File: src/hdl/imu_sfp_pkg.sv
// Constants shared by the serial IMU frame parser.
package imu_sfp_pkg;

  localparam logic [7:0] HEADER_BYTE = 8'h55;
  localparam logic [7:0] TYPE_RATE   = 8'h52;
  localparam logic [7:0] TYPE_ANGLE  = 8'h53;

  // Byte position: 0 hunts for the header, FRAME_LAST is the checksum byte
  localparam int unsigned POS_W      = 4;
  localparam logic [POS_W-1:0] POS_HUNT   = 4'd0;
  localparam logic [POS_W-1:0] POS_TYPE   = 4'd1;
  localparam logic [POS_W-1:0] FRAME_LAST = 4'd10;

  localparam int unsigned PAYLOAD_BYTES = 6;
  localparam int unsigned PAYLOAD_IDX_W = 3;

  // Configuration register indexes
  localparam int unsigned CFG_ADDR_W = 1;
  localparam int unsigned CFG_DATA_W = 12;
  localparam logic [CFG_ADDR_W-1:0] CFG_RATE_FS  = 1'b0;
  localparam logic [CFG_ADDR_W-1:0] CFG_ANGLE_FS = 1'b1;

  localparam int unsigned RATE_FS_W  = 12;
  localparam int unsigned ANGLE_FS_W = 8;
  localparam logic [RATE_FS_W-1:0]  RATE_FS_RESET  = 12'd2000;
  localparam logic [ANGLE_FS_W-1:0] ANGLE_FS_RESET = 8'd180;

  // Result kinds carried on tuser
  localparam logic KIND_RATE  = 1'b0;
  localparam logic KIND_ANGLE = 1'b1;

  localparam int unsigned RAW_W       = 16;
  localparam int unsigned PROD_W      = RAW_W + RATE_FS_W + 1;
  localparam int unsigned OUT_W       = 21;
  localparam int unsigned SCALE_SHIFT = 15;   // divide by 32768
  localparam int unsigned FULL_TURN_DEG = 360;
  localparam int unsigned M_TDATA_W   = 64;

endpackage

File: src/hdl/imu_serial_frame_parser.sv
// Serial IMU frame parser: byte hunter, checksum and fixed-point scaling.
//
//  port group   dir  width  contents
//  s_axis_*     in   8      received serial byte
//  m_axis_*     out  64+1   scaled triple, kind on tuser
//  cfg_*        in   1+12   full-scale register writes
//
// One byte is taken in every cycle unless the output stalls; the frame state
// advances on each transfer. After its checksum byte a result passes the product
// stage, which registers the three 16x13 products, then the output stage, which
// rounds, wraps yaw and saturates into the output register. The whole pipe stalls
// only while a result waits on m_axis_tready_i. Reset clears the hunter, checksum,
// valid flags and full scales; payload and data registers are written before use.
module imu_serial_frame_parser #(
  parameter int unsigned FRACTION_BITS = 8
) (
  input  logic        clk_i,
  input  logic        rst_ni,
  // tdata: [7:0] rx_byte
  input  logic        s_axis_tvalid_i,
  output logic        s_axis_tready_o,
  input  logic [7:0]  s_axis_tdata_i,
  // tdata: [20:0] first_value, [41:21] second_value, [62:42] third_value, [63] zero
  output logic        m_axis_tvalid_o,
  input  logic        m_axis_tready_i,
  output logic [imu_sfp_pkg::M_TDATA_W-1:0] m_axis_tdata_o,
  // tuser: [0] kind
  output logic        m_axis_tuser_o,
  input  logic        cfg_we_i,
  input  logic [imu_sfp_pkg::CFG_ADDR_W-1:0] cfg_addr_i,
  input  logic [imu_sfp_pkg::CFG_DATA_W-1:0] cfg_wdata_i
);

  localparam int unsigned WideW  = 32 + FRACTION_BITS;
  localparam int unsigned OutW   = imu_sfp_pkg::OUT_W;
  localparam int unsigned ProdW  = imu_sfp_pkg::PROD_W;
  localparam int unsigned PosW   = imu_sfp_pkg::POS_W;
  localparam logic signed [WideW-1:0] RoundHalf =
    WideW'(2 ** (imu_sfp_pkg::SCALE_SHIFT - 1));
  localparam logic signed [WideW-1:0] FullTurn =
    WideW'(imu_sfp_pkg::FULL_TURN_DEG * (2 ** FRACTION_BITS));
  localparam logic signed [WideW-1:0] OutMax = WideW'(2 ** (OutW - 1) - 1);
  localparam logic signed [WideW-1:0] OutMin = -WideW'(2 ** (OutW - 1));

  // Round to nearest (ties upward) after scaling by fs / 32768
  function automatic logic signed [WideW-1:0] round_scaled(
    input logic signed [ProdW-1:0] prod
  );
    logic signed [WideW-1:0] ext;
    ext = WideW'(prod);
    ext = (ext <<< FRACTION_BITS) + RoundHalf;
    return ext >>> imu_sfp_pkg::SCALE_SHIFT;
  endfunction

  function automatic logic signed [OutW-1:0] saturate(input logic signed [WideW-1:0] v);
    logic signed [OutW-1:0] r;
    if (v > OutMax) begin
      r = OutMax[OutW-1:0];
    end else if (v < OutMin) begin
      r = OutMin[OutW-1:0];
    end else begin
      r = v[OutW-1:0];
    end
    return r;
  endfunction

  // ---------------------------------------------------------------- config
  logic [imu_sfp_pkg::RATE_FS_W-1:0]  rate_fs_q;
  logic [imu_sfp_pkg::ANGLE_FS_W-1:0] angle_fs_q;

  always_ff @(posedge clk_i or negedge rst_ni) begin
    if (!rst_ni) begin
      rate_fs_q  <= imu_sfp_pkg::RATE_FS_RESET;
      angle_fs_q <= imu_sfp_pkg::ANGLE_FS_RESET;
    end else if (cfg_we_i) begin
      case (cfg_addr_i)
        imu_sfp_pkg::CFG_RATE_FS:  rate_fs_q  <= cfg_wdata_i;
        imu_sfp_pkg::CFG_ANGLE_FS: angle_fs_q <= cfg_wdata_i[imu_sfp_pkg::ANGLE_FS_W-1:0];
        default: ;
      endcase
    end
  end

  // ---------------------------------------------------------------- handshake
  logic m_valid_q;
  logic mid_valid_q;
  logic advance;
  logic s_fire;

  // Pipe moves whenever the output register is empty or being drained
  assign advance         = !m_valid_q || m_axis_tready_i;
  assign s_axis_tready_o = advance;
  assign s_fire          = s_axis_tvalid_i && advance;

  // ---------------------------------------------------------------- frame hunter
  logic [PosW-1:0] pos_q, pos_d;
  logic [7:0]      sum_q, sum_d;
  logic [7:0]      type_q, type_d;
  logic            frame_done;
  logic [7:0]      payload_q [imu_sfp_pkg::PAYLOAD_BYTES];
  logic [PosW-1:0] payload_off;
  logic            payload_we;

  always_comb begin
    pos_d      = pos_q;
    sum_d      = sum_q;
    type_d     = type_q;
    frame_done = 1'b0;
    if (s_fire) begin
      case (pos_q)
        imu_sfp_pkg::POS_HUNT: begin
          if (s_axis_tdata_i == imu_sfp_pkg::HEADER_BYTE) begin
            sum_d = s_axis_tdata_i;
            pos_d = imu_sfp_pkg::POS_TYPE;
          end
        end
        imu_sfp_pkg::POS_TYPE: begin
          type_d = s_axis_tdata_i;
          sum_d  = sum_q + s_axis_tdata_i;
          pos_d  = pos_q + PosW'(1);
        end
        imu_sfp_pkg::FRAME_LAST: begin
          pos_d      = imu_sfp_pkg::POS_HUNT;
          frame_done = 1'b1;
        end
        default: begin
          sum_d = sum_q + s_axis_tdata_i;
          pos_d = pos_q + PosW'(1);
        end
      endcase
    end
  end

  // Data bytes 0..5 sit at positions 2..7; the last two data bytes only feed the sum
  assign payload_off = pos_q - PosW'(2);
  assign payload_we  = s_fire && (pos_q >= PosW'(2)) &&
                       (payload_off < PosW'(imu_sfp_pkg::PAYLOAD_BYTES));

  always_ff @(posedge clk_i or negedge rst_ni) begin
    if (!rst_ni) begin
      pos_q  <= imu_sfp_pkg::POS_HUNT;
      sum_q  <= '0;
      type_q <= '0;
    end else begin
      pos_q  <= pos_d;
      sum_q  <= sum_d;
      type_q <= type_d;
    end
  end

  always_ff @(posedge clk_i) begin
    if (payload_we) begin
      payload_q[payload_off[imu_sfp_pkg::PAYLOAD_IDX_W-1:0]] <= s_axis_tdata_i;
    end
  end

  // ---------------------------------------------------------------- multiply stage
  logic        is_rate, is_angle, emit;
  logic [imu_sfp_pkg::RATE_FS_W-1:0] fs_sel;
  logic signed [imu_sfp_pkg::RAW_W-1:0] raw [3];
  logic signed [ProdW-1:0] prod_d [3];
  logic signed [ProdW-1:0] prod_q [3];
  logic        mid_kind_q;

  assign is_rate  = (type_q == imu_sfp_pkg::TYPE_RATE);
  assign is_angle = (type_q == imu_sfp_pkg::TYPE_ANGLE);
  assign emit     = frame_done && (s_axis_tdata_i == sum_q) && (is_rate || is_angle);
  assign fs_sel   = is_angle ? imu_sfp_pkg::RATE_FS_W'(angle_fs_q) : rate_fs_q;

  always_comb begin
    for (int k = 0; k < 3; k++) begin
      raw[k]    = $signed({payload_q[2*k+1], payload_q[2*k]});
      prod_d[k] = ProdW'(raw[k]) * ProdW'($signed({1'b0, fs_sel}));
    end
  end

  always_ff @(posedge clk_i or negedge rst_ni) begin
    if (!rst_ni) begin
      mid_valid_q <= 1'b0;
    end else if (advance) begin
      mid_valid_q <= emit;
    end
  end

  always_ff @(posedge clk_i) begin
    if (advance && emit) begin
      prod_q     <= prod_d;
      mid_kind_q <= is_angle ? imu_sfp_pkg::KIND_ANGLE : imu_sfp_pkg::KIND_RATE;
    end
  end

  // ---------------------------------------------------------------- round, wrap, saturate
  logic signed [WideW-1:0] val [3];
  logic signed [WideW-1:0] third_wrapped;
  logic signed [OutW-1:0]  first_q, second_q, third_q;
  logic                    kind_q;

  always_comb begin
    for (int k = 0; k < 3; k++) begin
      val[k] = round_scaled(prod_q[k]);
    end
    third_wrapped = val[2];
    // Bring yaw into one turn; rates pass untouched
    if (mid_kind_q == imu_sfp_pkg::KIND_ANGLE) begin
      if (val[2] > FullTurn) begin
        third_wrapped = val[2] - FullTurn;
      end else if (val[2] < 0) begin
        third_wrapped = val[2] + FullTurn;
      end
    end
  end

  always_ff @(posedge clk_i or negedge rst_ni) begin
    if (!rst_ni) begin
      m_valid_q <= 1'b0;
    end else if (advance) begin
      m_valid_q <= mid_valid_q;
    end
  end

  always_ff @(posedge clk_i) begin
    if (advance && mid_valid_q) begin
      first_q  <= saturate(val[0]);
      second_q <= saturate(val[1]);
      third_q  <= saturate(third_wrapped);
      kind_q   <= mid_kind_q;
    end
  end

  assign m_axis_tvalid_o = m_valid_q;
  assign m_axis_tdata_o  = {1'b0, third_q, second_q, first_q};
  assign m_axis_tuser_o  = kind_q;

  // ---------------------------------------------------------------- assertions
  a_pos_range: assert property (@(posedge clk_i) disable iff (!rst_ni)
    pos_q <= imu_sfp_pkg::FRAME_LAST)
    else $error("byte position beyond checksum byte");

  a_hunt_drop: assert property (@(posedge clk_i) disable iff (!rst_ni)
    (s_fire && pos_q == imu_sfp_pkg::POS_HUNT &&
     s_axis_tdata_i != imu_sfp_pkg::HEADER_BYTE) |=> pos_q == imu_sfp_pkg::POS_HUNT)
    else $error("non-header byte left the hunt state");

  a_result_source: assert property (@(posedge clk_i) disable iff (!rst_ni)
    $rose(mid_valid_q) |-> $past(s_fire && pos_q == imu_sfp_pkg::FRAME_LAST))
    else $error("result raised without a checksum byte");

  a_mid_needs_room: assert property (@(posedge clk_i) disable iff (!rst_ni)
    (mid_valid_q && !advance) |=> mid_valid_q && $stable(prod_q[0]))
    else $error("product stage lost while stalled");

  a_yaw_positive: assert property (@(posedge clk_i) disable iff (!rst_ni)
    (m_valid_q && kind_q == imu_sfp_pkg::KIND_ANGLE) |-> !third_q[OutW-1])
    else $error("wrapped yaw is negative");

endmodule

File: config.mk
export PLATFORM = sky130hd
export DESIGN_NAME = imu_serial_frame_parser
export DESIGN_NICKNAME = d
export VERILOG_FILES = /design/src/hdl/imu_sfp_pkg.sv /design/src/hdl/imu_serial_frame_parser.sv
export SDC_FILE = /design/constraint.sdc
export NUM_CORES = 2
export LEC_CHECK = 0
export BUFFER_PORTS_ARGS = -buffer_cell sky130_fd_sc_hd__buf_4
export CAP_MARGIN = 20
export CORE_ASPECT_RATIO = 0.9
export CORE_MARGIN = 4
export CORE_UTILIZATION = 40
export DETAILED_ROUTE_END_ITERATION = 16
export PLACE_DENSITY = 0.64
export RECOVER_POWER = 50
export SETUP_SLACK_MARGIN = 0.05
export SKIP_CTS_REPAIR_TIMING = 1
export SLEW_MARGIN = 20
export SYNTH_ARGS = -nofsm -noshare
export SYNTH_HDL_FRONTEND = slang
export SYNTH_SLANG_ARGS = --single-unit
File: constraint.sdc
create_clock -name clk_i -period 15.2 [get_ports clk_i]
set_input_delay 0.76 -clock clk_i [delete_from_list [all_inputs] [get_ports clk_i]]
set_output_delay 0.76 -clock clk_i [all_outputs]
set_load 0.03 [all_outputs]
# --- Word level (Yosys, flattened, before mapping) ---
# Memories as Yosys holds them, arrays and structs flattened.
# Cells that the tools add are included.
totals:
  ff_bits: 194
  ramBits: 48
  inputBits: 26
  word_cells: 78
  memories: 1
classes:
  addsub: 8
  mul: 3
  order_cmp: 10
  eq_ne: 7
  muxes: 16
  bitwise: 2
  n_reduce_logical: 16
memory_table:
  columns: ["memory", "depth", "width", "rd", "rd_clocked_by_memory_dff", "write_ports", "line_no", "text"]
  rows:
  - ["payload_q", 6, 8, 6, 0, 1, "imu_serial_frame_parser.sv:100", "logic [7:0] payload_q [imu_sfp_pkg::PAYLOAD_BYTES];"]
ops:
  columns: ["cell", "count"]
  rows:
  - ["2-to-1 mux 40 bit", 3]
  - ["adder 37 x 16 -> 38 bit (second input constant)", 3]
  - ["multiplier 16 x 13 -> 29 bit", 3]
  - ["2-to-1 mux 21 bit", 3]
  - ["> comparator 23 x 21 -> 1 bit (second input constant)", 2]
  - ["< comparator 23 x 21 -> 1 bit (second input constant)", 2]
  - ["> comparator 40 x 21 -> 1 bit (second input constant)", 1]
  - ["< comparator 40 x 21 -> 1 bit (second input constant)", 1]
  - ["adder 23 x 18 -> 24 bit (second input constant)", 1]
  - ["equality test 8 x 7 -> 1 bit (second input constant)", 3]
  - ["subtractor 23 x 18 -> 24 bit (second input constant)", 1]
  - ["> comparator 23 x 18 -> 1 bit (second input constant)", 1]
  - ["< comparator 23 x 1 -> 1 bit (second input constant)", 1]
  - ["case mux 8 bit (2 select lines)", 1]
  - ["2-to-1 mux 12 bit", 1]
  - ["adder 8 bit", 1]
  - ["equality test 8 bit", 1]
  - ["2-to-1 mux 8 bit", 1]
  - ["case mux 4 bit (2 select lines)", 1]
  - ["AND reduction 2 bit", 4]
  - ["logical AND 1 bit", 7]
  - ["2-to-1 mux 1 bit", 5]
  - ["adder 4 x 1 -> 4 bit (second input constant)", 1]
  - ["equality test 4 x 1 -> 1 bit (second input constant)", 1]
  - ["11 further kinds", 13]

# --- Longest topological paths before layout ---
logic_depth:
  ltp_word: 7
  depth_mapped: 30
  mapped_depth_nobuf: 27

# --- Worst setup path after synthesis ---
# No wires, ideal clock.
synth_path:
  path_type: "in2reg"
  startpoint: "input m_axis_tready_i"
  endpoint: "register mid_valid_q"
  setup_ns: 0.116
  arrival_ns: 9.061
  required_ns: 15.084
  slack_ns: 6.023
  cell_stages: 6
  cell_sequence: "nand2b_1 -> clkbuf_1 -> nand2_1 -> or3_1 -> nor4_1 -> o21bai_1"
synth_via:
  elab_chain_cells: 5
synth_rtl:
  columns: ["item", "line_no", "text"]
  rows:
  - ["start, declared", "imu_serial_frame_parser.sv:25", "input logic m_axis_tready_i,"]
  - ["logical OR 1 bit (*)", "imu_serial_frame_parser.sv:91", "assign advance = !m_valid_q || m_axis_tready_i;"]
  - ["net s_axis_tready_o", "imu_serial_frame_parser.sv:21", "output logic s_axis_tready_o,"]
  - ["logical AND 1 bit", "imu_serial_frame_parser.sv:93", "assign s_fire = s_axis_tvalid_i && advance;"]
  - ["2-to-1 mux 1 bit", "imu_serial_frame_parser.sv:109", "if (s_fire) begin"]
  - ["logical AND 1 bit (2 in series)", "imu_serial_frame_parser.sv:167", "assign emit = frame_done && (s_axis_tdata_i == sum_q) && (is_rate || is_angle);"]
  - ["end signal, assigned", "imu_serial_frame_parser.sv:181", "mid_valid_q <= emit;"]
  - ["end, declared", "imu_serial_frame_parser.sv:86", "logic mid_valid_q;"]
# The timed path passes the listed nets; every way through them passes the cells marked *.
# A chain may end at the register's enable or synchronous reset.

==> flow_summary_export.csv <==
group,metric,value,unit
synth,syn_inst,3257,
placed_design,dp_hpwl,52100,microns
worst_setup_path,start_kind,"flip-flop",
global_routing,grt_overflow_total,0,
synth,yosys_warnings,0,
drt,drt-initial-drc-count,1135,
status,status,"finished, violations left",
synth,ys_seq_area_share,20.9,%
timing,hold_viol,0,
global_routing,grt_pass1_wl,113000,microns
worst_setup_path,rr_startpoint,"type_q[6]$_DFFE_PN0P_",
layout,fin_nets,4018,
die,core_area,76900,sq um
timing,fmax,0.0976,GHz
timing,min_period,10.24,ns
placed_design,gp_congestion,0.847,
layout,layout_commonest_cell,"inv_1",
layout,drive_gt1_share,4.25,%
timing,setup_viol_count_final,0,
placed_design,portBuffers,91,
die,top_level_ports,93,
global_routing,antenna_found_initial,3,
clock_network,cts-root-buf,"clkbuf_16",
drt,drt-pass1-iter-count,5,
timing,final_max_slew_viol_count,191,
worst_setup_path,crit_fanout,82,
worst_setup_path,critPathArrivalTime,10.57,ns
global_routing,grt_pass1_vias,22500,
timing,rsz0062_at_grt,"false",
layout,fin_util,43.4,%
timing,tns,0,ns
worst_setup_path,endpoint_kind,"flip-flop",
die,die_area,82600,sq um
synth,yosysUniqueCellTypes,79,
die,num_rows,96,
flow_run,cap_violations,3,
layout,syn2layout_area_growth,6.86,%
worst_setup_path,crit_start,"type_q[6]$_DFFE_PN0P_",
layout,fin_cells,4302,
synth,synth_edf_count,182,
synth,ys_seq_elements,224,
global_routing,grt.total_usage,16.8,%
placed_design,dp_cells,4250,
synth,synth_ff_type,"edfxtp_1",
drt,ant_nets,0,
clock_network,cts_buffers,27,
clock_network,clock_sinks,224,
synth,synth_nets,4024,
synth,yosysTopAreaCell,"fa_1",
clock_network,clk_pin_slew_worst_paths,0.06,ns
timing,min_period_over_period,67.4,%
worst_setup_path,reg2reg_slack,4.96,ns
worst_setup_path,r2r_end,"prod_q[57]$_DFFE_PP_",
worst_setup_path,path_class,"reg2reg",
die,dieWidth,303,microns
global_routing,grt_max_degree,83,
drt,drt-total-wl,67100,microns
worst_setup_path,cp.required,15.53,ns
worst_setup_path,r2r_cells,27,
die,die_h,273,microns
drt,vias,21300,
layout,mostFrequentLayoutCells,"inv_1, fa_1, nand2_1",
clock_network,clk-insertion-delay-late,0.59,ns
synth,synthArstFlopShare,18.8,%
timing,slew_headroom,-223,%
timing,clock_skew,0.0152,ns
layout,fillerInstances,7536,
worst_setup_path,critical_path.endpoint,"prod_q[57]$_DFFE_PP_",
clock_network,cts_tree,"done",
drt,route.detailed.drc,0,
clock_network,cts_max_level,1,
synth,synthTopCellsByArea,"fa_1, edfxtp_1, inv_1",
drt,vias_per_cell,4.96,
synth,synth_top_area_share,34.1,%
timing,worst_pin_slew,4.84,ns
synth,synth_area,31200,sq um
min_path,hold_class,"in2reg",
die,start_util,40.6,%
drt,post_drt_wl_per_cell,15.6,microns
synth,syn_avg_cell_area,9.59,sq um
clock_network,cts_buffer_depth,3,
status,failed_checks,"max-capacitance violations, max-slew violations",
-- worst max-delay path: stages (launching register included) --
cell and delay (ns):
dfrtp_1 0.37, or4bb_1 0.25, or2_2 0.15, clkbuf_1 2.02
inv_1 0.60, nand2_1 0.22, nand2_1 0.43, buf_4 0.46
nand2_1 0.15, fa_1 0.42, fa_1 0.52, inv_1 0.04
ha_1 0.31, fa_1 0.54, inv_1 0.05, fa_1 0.53
inv_1 0.04, ha_1 0.32, a21o_1 0.21, or3_1 0.33
nor3_1 0.16, o311ai_1 0.17, a31oi_1 0.38, o21ai_2 0.19
a2111oi_0 0.59, o41ai_1 0.20, a21oi_1 0.20, xnor2_1 0.08
-- how the worst min path moves through the flow --
stage                            start                           to  slack [ns]  cells after the start
2_1_floorplan     mid_kind_q$_DFFE_PP_     m_axis_tuser_o$_DFFE_PP_        0.42                      0
3_3_place_gp      sum_q[3]$_DFFE_PN0P_         sum_q[3]$_DFFE_PN0P_        0.47                      2
3_5_place_dp   mid_valid_q$_DFFE_PN0N_  m_axis_tvalid_o$_DFFE_PN0N_        0.48                      2
4_1_cts                         rst_ni    angle_fs_q[0]$_DFFE_PN0P_        0.15                      1
5_1_grt                cfg_wdata_i[10]    rate_fs_q[10]$_DFFE_PN1P_        0.39                      2
6_report               cfg_wdata_i[10]    rate_fs_q[10]$_DFFE_PN1P_        0.40                      2
-- state kept, by name, indices dropped and copies added, names as in the netlist --
| register | flops |
|---|---|
| type_q | 8 |
| third_q | 21 |
| angle_fs_q | 8 |
| prod_q | 69 |
| pos_q | 4 |
| mid_valid_q | 1 |
| first_q | 21 |
| rate_fs_q | 12 |
| second_q | 21 |
| m_axis_tvalid_o | 1 |
| mid_kind_q | 1 |
| sum_q | 8 |
| payload_q | 48 |
| m_axis_tuser_o | 1 |
-- per-stage QoR --
step	hold WS [ns]	setup WS (ns)	instance area, sq um
2_1_floorplan	0.424	6.02	31200
3_3_place_gp	0.470	6.57	32800
3_5_place_dp	0.481	6.38	32800
4_1_cts	0.153	6.36	33600
5_1_grt	0.387	4.13	33400
6_report	0.404	4.96	33400
-- Yosys cell counts, drive strengths merged (4+ instances only) --
master,count
inv,764
fa,532
nand2,386
ha,209
and2,188
edfxtp,182
clkbuf,139
and3,122
o21ai,96
xnor2,90
nor2,83
xor2,55
a21oi,51
nor3,46
nand3,36
dfrtp,32
mux2,30
nand4,23
o21a,19
a21o,16
nor2b,12
a31oi,11
nor4,11
dfstp,10
o31ai,10
or3,10
buf,7
nand2b,7
a211oi,6
o21bai,6
o22ai,6
o41ai,6
and4,5
or2,5
o211ai,4
-- logic make-up (layout without fill, tap and decap cells) --
family                   count (synthesis)  in the layout  share of synthesized area (%)
AO/OA/AOI/OAI                          258            258                           5.28
buffers and inverters                  910            925                           11.0
XOR/XNOR                               145            145                           4.07
adder cells (fa/ha/maj)                741            741                           42.5
AND/OR/NAND/NOR                        945            945                           15.1
flip-flops                             224            224                           20.9
other                                    1              2                         0.0120
multiplexers                            33             33                           1.18
-- per-layer routing --
layer	global-route usage (%)	up-vias	routed length, microns
met5	0	-	18
met4	4.20	4	1730
met3	3.31	94	4310
met2	27.5	507	31200
met1	23.0	10700	29900
li1	-	10000	-
-- cell type report --
type	count	area [sq um]	share of cell area [%]
Sequential cell	224	6530	19.6
Multi-Input combinational cell	2123	21300	63.8
Tap cell	1029	1290	3.86
Clock inverter	13	110	0.330
Inverter	764	2870	8.59
Antenna cell	1	2.50	0.00750
Clock buffer	37	733	2.20
Timing Repair Buffer	111	542	1.62
Power is not shown: default switching activity piles up to over one toggle a cycle in this logic, so the estimate is an artifact.
